File: src/design/hvs_pkg.sv
// ----------------------------------------------------------------------------
// hvs_pkg
// Shared types and constants of the vertical Haar split block.
// ----------------------------------------------------------------------------
package hvs_pkg;

  localparam int PosBits         = 11;   // row and column positions
  localparam int CfgBits         = 12;   // frame size registers
  localparam int ApbAddrBits     = 3;
  localparam int ApbDataBits     = 32;
  localparam int DefMaxWidth     = 2048;
  localparam int DefMaxHeight    = 2048;
  localparam int DefSampleBits   = 16;
  localparam logic [CfgBits-1:0] WidthReset  = 12'd2048;
  localparam logic [CfgBits-1:0] HeightReset = 12'd2048;

  // register index, taken from the word address
  typedef enum logic [0:0] {
    RegFrameWidth  = 1'b0,
    RegFrameHeight = 1'b1
  } reg_idx_e;

  // effective frame geometry, already clamped
  typedef struct packed {
    logic [CfgBits-1:0] width_m1;
    logic [CfgBits-1:0] height_m1;
    logic [CfgBits-1:0] half_rows;   // ceil(height/2)
  } cfg_t;

  // position info that travels with a sample
  typedef struct packed {
    logic [PosBits-1:0] out_row;
    logic [PosBits-1:0] out_col;
    logic               is_highpass;
    logic               frame_done;
  } pos_t;

endpackage

File: src/design/hvs_back.sv
// ----------------------------------------------------------------------------
// hvs_back
// Low/high-pass selection and the output register.
// ----------------------------------------------------------------------------
module hvs_back #(
  parameter int SampleBits = hvs_pkg::DefSampleBits
) (
  input  logic                        clk_i,
  input  logic                        rst_ni,
  input  logic                        s1_valid_i,
  input  logic [SampleBits-1:0]       s1_sample_i,
  input  logic [SampleBits-1:0]       s1_even_i,
  input  hvs_pkg::pos_t               s1_pos_i,
  output logic                        out_free_o,
  output logic                        out_valid_o,
  input  logic                        out_stall_i,
  output logic [SampleBits-1:0]       coefficient_o,
  output logic [hvs_pkg::PosBits-1:0] out_row_o,
  output logic [hvs_pkg::PosBits-1:0] out_col_o,
  output logic                        is_highpass_o,
  output logic                        frame_done_o
);

  logic [SampleBits-1:0] coef_d, coef_q;
  hvs_pkg::pos_t         pos_q;
  logic                  out_valid_q, out_valid_d;
  logic                  load;

  assign out_free_o = !out_valid_q || !out_stall_i;
  assign load       = s1_valid_i && out_free_o;

  // high-pass wraps to the sample width
  assign coef_d = s1_pos_i.is_highpass ? (s1_even_i - s1_sample_i) : s1_sample_i;

  always_comb begin
    out_valid_d = load || (out_valid_q && out_stall_i);
  end

  always_ff @(posedge clk_i or negedge rst_ni) begin
    if (!rst_ni) begin
      out_valid_q <= 1'b0;
    end else begin
      out_valid_q <= out_valid_d;
    end
  end

  always_ff @(posedge clk_i) begin
    if (load) begin
      coef_q <= coef_d;
      pos_q  <= s1_pos_i;
    end
  end

  assign out_valid_o   = out_valid_q;
  assign coefficient_o = coef_q;
  assign out_row_o     = pos_q.out_row;
  assign out_col_o     = pos_q.out_col;
  assign is_highpass_o = pos_q.is_highpass;
  assign frame_done_o  = pos_q.frame_done;

endmodule

File: config.mk
export PLATFORM = sky130hd
export DESIGN_NAME = hvs_back
export DESIGN_NICKNAME = d
export VERILOG_FILES = /design/src/design/hvs_pkg.sv /design/src/design/hvs_back.sv
export SDC_FILE = /design/constraint.sdc
export NUM_CORES = 1
export LEC_CHECK = 0
export BUFFER_PORTS_ARGS = -buffer_cell sky130_fd_sc_hd__buf_2
export CELL_PAD_IN_SITES_DETAIL_PLACEMENT = 2
export CELL_PAD_IN_SITES_GLOBAL_PLACEMENT = 2
export CORE_MARGIN = 2
export CORE_UTILIZATION = 25
export CTS_BUF_LIST = sky130_fd_sc_hd__clkbuf_16
export DETAILED_ROUTE_END_ITERATION = 6
export GPL_TIMING_DRIVEN = 0
export PLACE_DENSITY_LB_ADDON = 0.12
export REMOVE_ABC_BUFFERS = 1
export SETUP_SLACK_MARGIN = 0.05
export SYNTH_ARGS = -nofsm -noshare
export SYNTH_HDL_FRONTEND = slang
export SYNTH_SLANG_ARGS = --single-unit
File: constraint.sdc
create_clock -name clk_i -period 1.8 [get_ports clk_i]
set_input_delay 0.09 -clock clk_i [delete_from_list [all_inputs] [get_ports clk_i]]
set_output_delay 0.09 -clock clk_i [all_outputs]
set_load 0.005 [all_outputs]
==> flow_summary_export.csv <==
group,metric,value,unit
global_routing,overflow,0,
worst_setup_path,crit_path_end,"coefficient_o[14]",
logic_synthesis,synth_edf_count,40,
global_routing,grt_pass1_wl,10830,um
sta,whs,0.02818,ns
worst_setup_path,crit_start,"s1_sample_i[0]",
logic_synthesis,async_flop_share,2.439,%
worst_hold_path,min_from,"s1_valid_i",
sta,max_freq,0.5974,GHz
logic_synthesis,yosysSeqAreaShare,55.18,%
placed_design,gp_congestion,0.6763,
route,routed_wl,6506,um
die,io_pins,102,
route,wl_per_cell,15.06,um
clock_tree,clk_latency,0.28,ns
clock_tree,cts_buffers,5,
route,ant_nets,0,
sta,finalSetupTns,0,ns
die,die_area,0.009659,mm^2
worst_setup_path,critical_path_arrival,1.69,ns
route,firstDrtPassIters,4,
layout,fin_nets,399,
logic_synthesis,yosysUniqueCellTypes,36,
worst_hold_path,hp-class,"primary input to flip-flop",
sta,grt_setup_unrepaired,"true",
worst_setup_path,reg2reg_from,"out_valid_o",
layout,syn_to_final_growth,50.68,%
route,via_count,1959,
logic_synthesis,synthTopCellsByArea,"edfxtp_1, ha_1, a21oi_1",
logic_synthesis,ys.flop_type,"edfxtp_1",
logic_synthesis,ys_ff_latch,41,
sta,hold_viol,0,
route,drc,0,
run,maxCapViolCount,0,
logic_synthesis,synthCells,190,
pwr,peakVddDrop,0.3721,mV
sta,min_period,1.674,ns
route,drt-initial-drc-count,42,
logic_synthesis,synth_top_area_share,54.05,%
worst_setup_path,start_kind,"primary input",
global_routing,antenna_found_initial,0,
logic_synthesis,syn_area_per_cell,11.70,um^2
outcome,status,"finished clean",
global_routing,groute.usage.overall,13.83,%
worst_setup_path,reg2regPathDepth,3,
sta,slew_viol_final,0,
layout,num_antenna_cells,0,
logic_synthesis,yosys_warnings,0,
global_routing,grt_pass1_vias,2122,
die,start_util,25.61,%
logic_synthesis,netlist_area,0.002222,mm^2
logic_synthesis,synth_common_cells,"edfxtp_1, a21oi_1, nand2_1, inv_1, ha_1",
placed_design,place_hpwl,4887,um
clock_tree,clock_sink_count,41,
sta,finalSetupViolCount,0,
die,core-area,0.008678,mm^2
logic_synthesis,yosys.area.top_type,"edfxtp_1",
clock_tree,cts-root-buf,"clkbuf_16",
worst_setup_path,cp_max_fo,4,
clock_tree,cts_max_level,2,
sta,finalCritPeriodShare,92.99,%
worst_hold_path,hold-path-cell-count,2,
die,rows,34,
sta,fin_skew,0.006713,ns
pwr,leakage,1.467,nW
die,fp.dieH,98.28,um
worst_setup_path,crit-reg2reg-capture,"out_col_o[2]",
layout,drive_above_1_share,39.51,%
pwr,power_density,824.1,mW/mm^2
die,die_w,98.28,um
route,via_per_inst,4.535,
worst_setup_path,crit_required,1.82,ns
clock_tree,path_clk_slew,0.06,ns
worst_setup_path,crit_type,"primary input to flip-flop",
placed_design,io_buffers,101,
clock_tree,clock_tree.buffer_depth,2,
clock_tree,cts_tree,"built",
logic_synthesis,synthMostInstantiatedCell,"edfxtp_1",
sta,slew-limit-headroom,68.11,%
sta,tightest_slew,0.4784,ns
worst_setup_path,r2r_slack,0.35,ns
global_routing,grt_max_degree,28,
worst_setup_path,end_kind,"flip-flop",
==> cell type report <==
cell class | count | area [um^2]
clock buffer | 5 | 125.1
clock inverter | 3 | 38.79
fill | 947 | 5330
inverter | 18 | 67.56
multi-input combinational | 127 | 959.7
sequential | 41 | 1226
tap | 108 | 135.1
timing repair buffer | 130 | 795.8
==> flip-flops by register name, summed over array words and instances, names as in the netlist <==
signal	count
frame_done_o	1
out_row_o	11
coefficient_o	16
out_valid_o	1
out_col_o	11
is_highpass_o	1
==> what timing repair did <==
action                     CTS  global route
setup endpoints to repair    4             4
pin swaps                    4             1
hold buffers                23             1
gates cloned                 0             0
hold endpoints to repair    23             1
gates resized for setup      6             3
setup buffers                3             1
==> worst min-delay path by stage <==
stage | to | slack (ns)
5_1_grt | out_valid_o | 0.05
2_1_floorplan | out_valid_o | -0.21
6_report | out_valid_o | 0.03
3_3_place_gp | out_valid_o | -0.13
4_1_cts | out_row_o[4] | 0.0008
3_5_place_dp | out_valid_o | -0.13
==> worst max-delay path: stages <==
cell and delay, ns:
buf_2 0.11, ha_1 0.22, fa_2 0.36, nand2b_4 0.17, a21oi_4 0.16, o211ai_4 0.12, o31ai_4 0.22, xnor2_1 0.15
mux2i_1 0.09
==> metrics by stage <==
stage                     util, %  std cells  cell area, um^2  power [W]  worst slack [ns]
final                       38.58        432             3348   0.002759            0.1261
after global routing        38.58        432             3348   0.002919           0.02473
after CTS                   38.28        430             3322   0.002801           0.02215
after detailed placement    33.03        396             2867   0.001696           -0.4729
after global placement      32.79        395             2845   0.001674           -0.5702
after floorplan                 -        186             2205   0.001470          -0.08035
==> per-layer routing <==
metal  GRT usage [%]  routed length, um
met5               0                  0
met4           2.845                 61
met2           23.97               3131
met3           2.935                402
met1           17.85               2911
==> where the power goes <==
group          total [W]  internal (W)  switching, W
logic           0.000591      0.000289      0.000301
clock network    0.00102      0.000647      0.000373
registers        0.00115       0.00113     0.0000146
total            0.00276       0.00207      0.000689
==> layout by cell type (no fill, tap or decap), types with 2 or more instances in the layout <==
cell	n
buf_2	101
edfxtp_1	40
dlygate4sd3_1	24
inv_1	18
nand2_1	18
a21oi_1	17
o21ai_0	14
ha_1	13
xnor2_1	9
mux2i_1	7
nor2_1	5
clkbuf_16	5
nand4_1	4
nand2b_1	4
buf_4	4
o21bai_1	3
nand3_1	3
a21o_1	2
a21oi_2	2
nand3b_1	2
o31a_1	2
o21a_1	2
ha_2	2
==> cells by family (layout without fill, tap and decap cells) <==
logic type                 after synthesis  after routing  synth area share [%]
muxes                                    7              7                 3.153
AOI/OAI and AO/OA                       51             51                 14.86
xor gates and xnor gates                10             10                 3.942
DFF                                     41             41                 55.18
adders and majority gates               16             16                 9.347
and+or+nand+nor                         43             43                 9.684
buffers and inverters                   22            156                 3.828
(Power assumes the default switching activity.)
