File: src/design/hvs_pkg.sv
// ----------------------------------------------------------------------------
// hvs_pkg
// Shared types and constants of the vertical Haar split block.
// ----------------------------------------------------------------------------
package hvs_pkg;

  localparam int PosBits         = 11;   // row and column positions
  localparam int CfgBits         = 12;   // frame size registers
  localparam int ApbAddrBits     = 3;
  localparam int ApbDataBits     = 32;
  localparam int DefMaxWidth     = 2048;
  localparam int DefMaxHeight    = 2048;
  localparam int DefSampleBits   = 16;
  localparam logic [CfgBits-1:0] WidthReset  = 12'd2048;
  localparam logic [CfgBits-1:0] HeightReset = 12'd2048;

  // register index, taken from the word address
  typedef enum logic [0:0] {
    RegFrameWidth  = 1'b0,
    RegFrameHeight = 1'b1
  } reg_idx_e;

  // effective frame geometry, already clamped
  typedef struct packed {
    logic [CfgBits-1:0] width_m1;
    logic [CfgBits-1:0] height_m1;
    logic [CfgBits-1:0] half_rows;   // ceil(height/2)
  } cfg_t;

  // position info that travels with a sample
  typedef struct packed {
    logic [PosBits-1:0] out_row;
    logic [PosBits-1:0] out_col;
    logic               is_highpass;
    logic               frame_done;
  } pos_t;

endpackage

File: src/design/hvs_cfg.sv
// ----------------------------------------------------------------------------
// hvs_cfg
// APB register file for frame width and height, with range clamping.
// ----------------------------------------------------------------------------
module hvs_cfg #(
  parameter int MaxWidth  = hvs_pkg::DefMaxWidth,
  parameter int MaxHeight = hvs_pkg::DefMaxHeight
) (
  input  logic                             clk_i,
  input  logic                             rst_ni,
  input  logic                             psel,
  input  logic                             penable,
  input  logic                             pwrite,
  input  logic [hvs_pkg::ApbAddrBits-1:0]  paddr,
  input  logic [hvs_pkg::ApbDataBits-1:0]  pwdata,
  output logic [hvs_pkg::ApbDataBits-1:0]  prdata,
  output logic                             pready,
  output hvs_pkg::cfg_t                    cfg_o
);

  logic [hvs_pkg::CfgBits-1:0] width_q, width_d;
  logic [hvs_pkg::CfgBits-1:0] height_q, height_d;
  logic [hvs_pkg::CfgBits-1:0] eff_width, eff_height;
  logic [hvs_pkg::CfgBits:0]   height_p1;
  hvs_pkg::reg_idx_e           reg_idx;
  logic                        wr_en;

  assign pready  = 1'b1;
  assign wr_en   = psel && penable && pwrite;
  assign reg_idx = hvs_pkg::reg_idx_e'(paddr[2]);

  always_comb begin
    width_d  = width_q;
    height_d = height_q;
    prdata   = '0;
    case (reg_idx)
      hvs_pkg::RegFrameWidth: begin
        prdata = hvs_pkg::ApbDataBits'(width_q);
        if (wr_en) width_d = pwdata[hvs_pkg::CfgBits-1:0];
      end
      hvs_pkg::RegFrameHeight: begin
        prdata = hvs_pkg::ApbDataBits'(height_q);
        if (wr_en) height_d = pwdata[hvs_pkg::CfgBits-1:0];
      end
      default: prdata = '0;
    endcase
  end

  always_ff @(posedge clk_i or negedge rst_ni) begin
    if (!rst_ni) begin
      width_q  <= hvs_pkg::WidthReset;
      height_q <= hvs_pkg::HeightReset;
    end else begin
      width_q  <= width_d;
      height_q <= height_d;
    end
  end

  // clamp width to 1..MaxWidth and height to 2..MaxHeight
  always_comb begin
    if (width_q == '0) begin
      eff_width = hvs_pkg::CfgBits'(1);
    end else if (int'(width_q) > MaxWidth) begin
      eff_width = hvs_pkg::CfgBits'(MaxWidth);
    end else begin
      eff_width = width_q;
    end
    if (height_q < hvs_pkg::CfgBits'(2)) begin
      eff_height = hvs_pkg::CfgBits'(2);
    end else if (int'(height_q) > MaxHeight) begin
      eff_height = hvs_pkg::CfgBits'(MaxHeight);
    end else begin
      eff_height = height_q;
    end
  end

  assign height_p1       = {1'b0, eff_height} + (hvs_pkg::CfgBits+1)'(1);
  assign cfg_o.width_m1  = eff_width - hvs_pkg::CfgBits'(1);
  assign cfg_o.height_m1 = eff_height - hvs_pkg::CfgBits'(1);
  assign cfg_o.half_rows = height_p1[hvs_pkg::CfgBits:1];

endmodule

File: config.mk
export PLATFORM = sky130hd
export DESIGN_NAME = hvs_cfg
export DESIGN_NICKNAME = d
export VERILOG_FILES = /design/src/design/hvs_pkg.sv /design/src/design/hvs_cfg.sv
export SDC_FILE = /design/constraint.sdc
export NUM_CORES = 1
export LEC_CHECK = 0
export BUFFER_PORTS_ARGS = -buffer_cell sky130_fd_sc_hd__buf_4
export CAP_MARGIN = 20
export CORE_MARGIN = 2
export CORE_UTILIZATION = 40
export DETAILED_ROUTE_END_ITERATION = 8
export PLACE_DENSITY = 0.69
export SETUP_SLACK_MARGIN = 0.3
export SYNTH_ARGS = -nofsm -noshare
export SYNTH_HDL_FRONTEND = slang
export SYNTH_SLANG_ARGS = --single-unit
File: constraint.sdc
create_clock -name clk_i -period 3.7 [get_ports clk_i]
set_input_delay 0.74 -clock clk_i [delete_from_list [all_inputs] [get_ports clk_i]]
set_output_delay 0.74 -clock clk_i [all_outputs]
set_load 0.02 [all_outputs]
==> results.txt, run 1 <==
Avg Cell Area, Syn: 8.57 sq um
HP Class: primary input to asynchronous set/reset pin
Initial Util: 0.415
largest net degree at the start of global routing: 25
RSZ-0062 raised after global routing: yes
ANT cells: 0
Tcrit/Tclk final: 0.873
number of global-route vias before repair: 1,678
Via density: 5.21
CP Data Arrival Time: 2490 ps
Synth async-reset ratio: 1.00
CORE AREA: 5110 sq um
CTS Hold Bufs: 0
Syn Inst Count: 247
clk_lat worst skew: 260 ps
synthesis-to-finish area growth: 26.8%
outcome: finished, final reports clean
fin nets: 346
Synth Warn #: 0
Synth Register Bits: 24
Rel. slew slack: 0.535
post-synthesis sequential area ratio: 0.285
Post-synth EDFFs: 0
share of post-route cells with drive strength above 1: 0.437
final-report hold violation count: 0
cell mode on critical path: buf_4
routed vias: 1,938
pwr/cell area: 577 nW/um^2
DIE AREA: 5890 sq um
ys flop type: dfrtp_1
Final Wtd Congestion: 0.884
Synth cell types: 50
CTS Buf Count: 3
Slew Limit Fails: 0
CTS tree: done
Port-buffer cells: 62
reg-to-reg endpoint: height_q[11]
GRT Total Usage: 0.165
worst path required time: 2960 ps
Max clock buf depth: 2
die width: 76.8 microns
Clock H-tree levels: 1
Ports: 109
critical-path cell list: nor4_2 > buf_4 > nand3_2 > a21o_1 > inv_1 > ha_2 > and2_4 > nand4_1 > xnor2_1 > and2_1 > buf_4
worst slew pin tran: 696 ps
Clock transition at path regs: 80 ps
first-pass GRT wire length: 8030 microns
Lkg Pwr: 1.20 nW
Num Clock Sinks: 24
worst stage delay on the critical path: 450 ps
Filler cells: 504
count of final setup violators: 0
antenna-violating nets left: 0
Critical Path End Type: output pin
total grt overflow: 0
post-synthesis cell area: 2120 sq um
Max Freq: 310 MHz
min Tclk post-route: 3230 ps
worst hold margin: 358 ps
setup TNS: 0 ps
type of origin of the critical path: flop
post-detail-place hpwl: 3810 microns
VDD IR max: 301 uV
CP max stage cell: dfrtp_2
# rows: 26
clock root cell: clkbuf_8
Initial DRC Count: 140
wirelength, routed: 5080 microns
DRC: 0
reg-to-reg setup timing slack: 2680 ps
Setup Skew: 0 ps
worst r2r src: height_q[11]
CP Class: flop to output pin
largest fanout on the critical path: 6
maxcap violations: 0
initial antenna violation count: 0
DR WL/cell: 13.7 microns
R2R depth: 1
chip height: 76.8 microns
drt pass-1 iters: 4
[report_power, final]
group          internal (W)  total (W)  leakage (nW)  switching, W
Combinational      0.000440   0.000937         0.897      0.000498
Clock             0.0000767   0.000153        0.0228     0.0000759
Sequential         0.000326   0.000458         0.280      0.000131
[flip-flops by register name (all words and copies together) (netlist names)]
name      cells
height_q     12
width_q      12
[kinds of logic (layout without fill, tap and decap cells)]
family / count (synthesis) / count (layout) / synth area share
flops: 24 / 24 / 0.285
compound gates: 40 / 40 / 0.126
xor+xnor: 12 / 12 / 0.0496
buf+inv: 55 / 88 / 0.145
fa+ha+maj: 3 / 3 / 0.0177
simple gates: 77 / 77 / 0.192
other cells: 2 / 24 / 0.00355
mux: 34 / 34 / 0.181
[worst max path at each step]
| stage | startpoint | to | slack, ps | cells after the start |
|---|---|---|---|---|
| after floorplan | height_q[6] | cfg_o[7] | 310 | 10 |
| after global placement | height_q[2] | cfg_o[9] | 460 | 10 |
| after detailed placement | height_q[2] | cfg_o[7] | 450 | 10 |
| after CTS | height_q[8] | cfg_o[7] | 300 | 11 |
| after global routing | height_q[6] | cfg_o[7] | 260 | 11 |
| final | height_q[8] | cfg_o[9] | 470 | 11 |
[layout make-up]
class | count | area [sq um] | share of cell area
multi-input cells | 190 | 1350 | 0.504
flip-flops and latches | 24 | 609 | 0.227
repair buffers | 73 | 548 | 0.204
well taps | 70 | 87.6 | 0.0326
clock buffers | 4 | 45.0 | 0.0168
inverters | 11 | 41.3 | 0.0154
[what timing repair did]
item                       4_1_cts  5_1_grt
resized for setup                3       13
setup buffers                    0        9
pin swaps                        0        3
setup endpoints to repair        6        8
[stage by stage]
stage / instances / worst slack, ps / power (W) / util / cell area [sq um]
detailed placement: 359 / 454 / 0.00133 / 0.492 / 2510
floorplan: 269 / 315 / 0.00103 / - / 2210
global route: 372 / 258 / 0.00165 / 0.525 / 2680
global placement: 359 / 460 / 0.00132 / 0.492 / 2510
CTS: 363 / 302 / 0.00149 / 0.503 / 2570
finish: 372 / 470 / 0.00155 / 0.525 / 2680
[synthesized netlist by cell type, types with 2 or more instances]
cell type	number	area, sq um
nor3_1	7	35.0
buf_4	24	180
ha_1	3	37.5
a31oi_1	2	12.5
buf_2	2	10.0
dfrtp_1	22	551
nand3_1	7	35.0
o31ai_1	2	15.0
o21ai_0	12	60.1
nand4b_1	3	26.3
or3_1	4	25.0
and2_1	2	12.5
nand2_1	18	67.6
nor4_1	3	18.8
dfstp_2	2	52.6
nand4_1	2	12.5
a21oi_1	8	40.0
and4_1	2	17.5
xnor2_1	10	87.6
conb_1	2	7.51
nor2_1	16	60.1
a211oi_1	2	15.0
or2_2	3	18.8
nor2b_1	2	12.5
a32o_1	2	20.0
and4b_1	2	20.0
and3_1	2	12.5
inv_1	10	37.5
xor2_1	2	17.5
buf_1	3	11.3
clkbuf_1	14	52.6
mux2_2	34	383
[placed cells by master, fill, tap and decap left out, types with 2 or more instances in the layout]
| cell | instances |
|---|---|
| a211oi_1 | 2 |
| a21oi_1 | 8 |
| a31oi_1 | 2 |
| a32o_1 | 2 |
| and3_1 | 2 |
| and4_1 | 2 |
| and4b_1 | 2 |
| buf_4 | 73 |
| clkbuf_8 | 3 |
| conb_1 | 24 |
| dfrtp_1 | 17 |
| dfrtp_2 | 5 |
| dfstp_2 | 2 |
| ha_2 | 3 |
| inv_1 | 10 |
| mux2_2 | 34 |
| nand2_1 | 18 |
| nand3_1 | 6 |
| nand4_1 | 2 |
| nand4b_1 | 3 |
| nor2_1 | 16 |
| nor2b_1 | 2 |
| nor3_1 | 6 |
| o21ai_0 | 11 |
| o31ai_1 | 2 |
| or2_2 | 3 |
| or3_1 | 3 |
| xnor2_1 | 10 |
| xor2_1 | 2 |
[metal layers]
metal,vias up,track usage,share of wire,wire length (microns)
li1,931,-,-,-
met1,914,0.230,0.43,2190
met2,91,0.270,0.49,2470
met3,2,0.0400,0.083,420
met4,0,0.0127,0.0016,8
met5,-,0,0,0
[critical path: cells and delay by family (launching register included)]
family	cells	cell delay, ps
compound gates	1	220
flops	1	450
simple gates	5	830
xor+xnor	1	130
buf+inv	3	390
fa+ha+maj	1	210
No activity file was read; power rests on OpenSTA's default activity.
==> run 2, diff against run 1 <==
CTS_BUF_LIST = sky130_fd_sc_hd__clkbuf_16   (was not set)
==> results.txt, run 2 (synthesis results as in run 1) <==
routed vias: 1,950
chip height: 76.8 microns
drt pass-1 iters: 4
CP Class: flop to output pin
post-detail-place hpwl: 3810 microns
HP Class: primary input to asynchronous set/reset pin
total grt overflow: 0
share of post-route cells with drive strength above 1: 0.430
Initial Util: 0.415
Port-buffer cells: 62
commonest non-fill, non-tap cell in the layout: buf_4
synthesis-to-finish area growth: 28.0%
critical-path cell list: nor4_2 > buf_4 > nand3_4 > o21ai_4 > inv_2 > ha_4 > and2_1 > and4_1 > xnor2_1 > nor2_1 > buf_4
type of origin of the critical path: flop
CTS tree: done
CP max stage cell: dfrtp_2
wirelength, routed: 5120 microns
P_int: 0.000896 W
Tcrit/Tclk final: 0.875
worst r2r src: height_q[11]
RSZ-0062 raised after global routing: yes
worst slew pin tran: 704 ps
first-pass GRT wire length: 8080 microns
largest net degree at the start of global routing: 25
Num Clock Sinks: 24
largest fanout on the critical path: 8
Rel. slew slack: 0.529
maxcap violations: 0
Slew Limit Fails: 0
Lkg Pwr: 1.20 nW
switching power total: 0.000717 W
Critical Path End Type: output pin
Clock H-tree levels: 1
stages on the worst setup path: 11
R2R depth: 1
reg-to-reg endpoint: height_q[11]
placed cell areas: 2510 sq um
final instance area: 2710 sq um
top flop regs: height_q (12), width_q (12)
Max Freq: 309 MHz
Clock transition at path regs: 60 ps
commonest non-fill, non-tap cells in the layout: 69 x buf_4, 34 x mux2_2, 24 x conb_1, 18 x nand2_1, 17 x dfrtp_1
Via density: 5.30
min Tclk post-route: 3240 ps
die width: 76.8 microns
DIE AREA: 5890 sq um
CTS Hold Bufs: 0
Final Wtd Congestion: 0.884
outcome: finished, final reports clean
worst stage delay on the critical path: 460 ps
reg-to-reg setup timing slack: 2680 ps
antenna-violating nets left: 0
VDD IR max: 328 uV
Max clock buf depth: 2
Gate power share: 0.572
clk_lat worst skew: 250 ps
ANT cells: 0
pwr/cell area: 595 nW/um^2
cell mode on critical path: buf_4
number of global-route vias before repair: 1,685
initial antenna violation count: 0
DR WL/cell: 13.9 microns
Ports: 109
Flop pwr share: 0.285
setup TNS: 0 ps
Clock power frac: 0.143
count of final setup violators: 0
cell family with most CP delay: simple AND/OR/NAND/NOR gates
CORE AREA: 5110 sq um
# rows: 26
CP Data Arrival Time: 2500 ps
Sw Share: 0.444
clock root cell: clkbuf_16
Initial DRC Count: 117
GRT Total Usage: 0.166
CTS Buf Count: 3
DRC: 0
Setup Skew: 0 ps
worst path required time: 2960 ps
Buf/Inv on CP: 3
final-report hold violation count: 0
fin nets: 342
run 2: layout make-up:
class | instances | area, sq um
Multi-Input combinational cell | 190 | 1380
Fill cell | 493 | 2400
Inverter | 11 | 41.3
Sequential cell | 24 | 609
Timing Repair Buffer | 69 | 518
Clock inverter | 1 | 3.75
Clock buffer | 3 | 75.1
Tap cell | 70 | 87.6
run 2: what timing repair did:
item,in CTS,in global routing
gates resized for setup,2,17
hold endpoints to repair,0,0
setup endpoints to repair,3,9
buffers inserted,0,5
cloned,0,0
pin swaps,0,5
run 2: metrics by stage:
step / hold WS [ps] / power, W / util / setup WS [ps] / instances
finish: 374 / 0.00161 / 0.531 / 462 / 368
global route: 394 / 0.00172 / 0.531 / 272 / 368
CTS: 387 / 0.00157 / 0.509 / 306 / 363
detailed placement: 568 / 0.00133 / 0.492 / 454 / 359
global placement: 559 / 0.00132 / 0.492 / 460 / 359
floorplan: 444 / 0.00103 / - / 315 / 269
run 2: power groups by stage:
stage | Combinational [W] | Clock (W) | Sequential, W
after floorplan | 0.000659 | 0 | 0.000370
after global placement | 0.000875 | 0 | 0.000448
after detailed placement | 0.000883 | 0 | 0.000450
after CTS | 0.000887 | 0.000232 | 0.000448
after global routing | 0.000997 | 0.000246 | 0.000475
final | 0.000924 | 0.000230 | 0.000460
run 2: how the worst max path moves through the flow:
stage                           start         to  slack, ps
after floorplan           height_q[6]   cfg_o[7]        310
after global placement    height_q[2]   cfg_o[9]        460
after detailed placement  height_q[2]   cfg_o[7]        450
after CTS                  width_q[5]  cfg_o[34]        310
after global routing      height_q[6]   cfg_o[7]        270
final                     height_q[6]   cfg_o[7]        460
run 2: metal layers:
layer	GRT usage	part of all wire
met3	0.0400	0.078
met2	0.273	0.48
met1	0.230	0.44
met4	0.0127	0.0055
met5	0	0
==> run 3, diff against run 2 <==
==> constraint.sdc (replaced) <==
create_clock -name clk_i -period 3.7 [get_ports clk_i]
set_input_delay 0.185 -clock clk_i [delete_from_list [all_inputs] [get_ports clk_i]]
set_output_delay 0.185 -clock clk_i [all_outputs]
set_load 0.02 [all_outputs]
==> results.txt, run 3 (synthesis results as in run 1) <==
outcome: finished, final reports clean
Post-Layout Cell Count: 363
chip height: 76.8 microns
CTS Buf Count: 3
reg-to-reg setup timing slack: 2670 ps
Setup Skew: 0 ps
fin nets: 337
maxcap violations: 0
switching power total: 0.000687 W
antenna-violating nets left: 0
HP Class: primary input to flop
Port-buffer cells: 62
first-pass GRT wire length: 8170 microns
final-report hold violation count: 0
Sw Share: 0.444
Max clock buf depth: 2
Final Wtd Congestion: 0.883
synthesis-to-finish area growth: 22.0%
routed vias: 1,897
R2R depth: 1
ANT cells: 0
Initial Util: 0.415
Final WS setup: 624 ps
commonest non-fill, non-tap cell in the layout: buf_4
Tcrit/Tclk final: 0.831
Max Freq: 325 MHz
worst r2r src: height_q[11]
share of post-route cells with drive strength above 1: 0.362
Rel. slew slack: 0.543
Clock transition at path regs: 60 ps
Initial DRC Count: 199
setup TNS: 0 ps
GRT Total Usage: 0.166
clock root cell: clkbuf_16
DRC: 0
CTS tree: done
initial antenna violation count: 0
Clock H-tree levels: 1
worst slew pin tran: 682 ps
wirelength, routed: 4940 microns
worst hold margin: 167 ps
CTS Hold Bufs: 1
placed cells: 358
reg-to-reg endpoint: height_q[11]
pre-CTS WS: 904 ps
CP Class: flop to output pin
Via density: 5.23
number of global-route vias before repair: 1,732
post-CTS setup buffer count: 0
CORE AREA: 5110 sq um
count of final setup violators: 0
DR WL/cell: 13.6 microns
Clock power frac: 0.149
Num Clock Sinks: 24
Critical Path End Type: output pin
Lkg Pwr: 1.17 nW
Gate power share: 0.559
# rows: 26
Flop pwr share: 0.293
top flop regs: height_q (12), width_q (12)
die width: 76.8 microns
total grt overflow: 0
RSZ-0062 raised after global routing: no
CP endpoint: cfg_o[7]
P_int: 0.000861 W
clk_lat worst skew: 250 ps
post-detail-place hpwl: 3790 microns
VDD IR max: 389 uV
Ports: 109
commonest non-fill, non-tap cells in the layout: 63 x buf_4, 34 x mux2_2, 24 x conb_1, 22 x dfrtp_1, 18 x nand2_1
CP Data Arrival Time: 2890 ps
DIE AREA: 5890 sq um
type of origin of the critical path: flop
pwr/cell area: 599 nW/um^2
worst path required time: 3510 ps
largest net degree at the start of global routing: 25
hold path depth: 2
worst setup path startpoint: height_q[2]
total power: 0.00155 W
drt pass-1 iters: 4
min Tclk post-route: 3080 ps
post-CTS sizing: 0
Slew Limit Fails: 0
largest fanout on the critical path: 11
[run 3: changes by cell type in the layout (fill, tap and decap cells not counted), moves of 2 or more]
cell,change
nor4_1,+2
dfrtp_1,+5
ha_2,-2
ha_1,+3
buf_4,-6
dfrtp_2,-5
[run 3: area by class of cell]
class	instances	area (sq um)
clock buffers	3	75.1
clock inverters	1	3.75
fillers	516	2520
inverters	11	41.3
multi-input cells	190	1290
flip-flops and latches	24	603
well taps	70	87.6
repair buffers	64	483
[run 3: power by group through the flow]
stage / registers, W / logic (W) / clock network (W)
3_5_place_dp: 0.000455 / 0.000868 / 0
4_1_cts: 0.000451 / 0.000872 / 0.000235
5_1_grt: 0.000471 / 0.000934 / 0.000244
2_1_floorplan: 0.000369 / 0.000654 / 0
3_3_place_gp: 0.000454 / 0.000861 / 0
6_report: 0.000453 / 0.000865 / 0.000230
[run 3: layer usage]
layer | vias to the layer above | GRT usage | wire length, microns
li1 | 922 | - | -
met1 | 891 | 0.221 | 2220
met2 | 78 | 0.286 | 2380
met3 | 6 | 0.0329 | 284
met4 | 0 | 0.0218 | 50
met5 | - | 0 | 0
[run 3: critical path, stage by stage (launching register included)]
cell and delay [ps]:
dfrtp_1 480, nor3_1 510, nand3_1 210, o21ai_0 330, inv_1 80, ha_1 240
and2_1 190, and4_1 210, xnor2_1 160, nor2_1 60, buf_4 160
[run 3: stage by stage]
step,util,instance area [sq um]
4_1_cts,0.506,2580
6_report,0.506,2580
5_1_grt,0.506,2580
3_3_place_gp,0.488,2490
3_5_place_dp,0.488,2490
2_1_floorplan,-,2200
[run 3: worst min path at each step]
stage                    from          end  slack, ps
detailed placement     rst_ni   width_q[3]        100
CTS                 pwdata[0]   width_q[0]        170
global route        pwdata[0]   width_q[0]        170
floorplan              rst_ni  height_q[0]       -110
global placement       rst_ni   width_q[3]        100
finish              pwdata[0]   width_q[0]        170
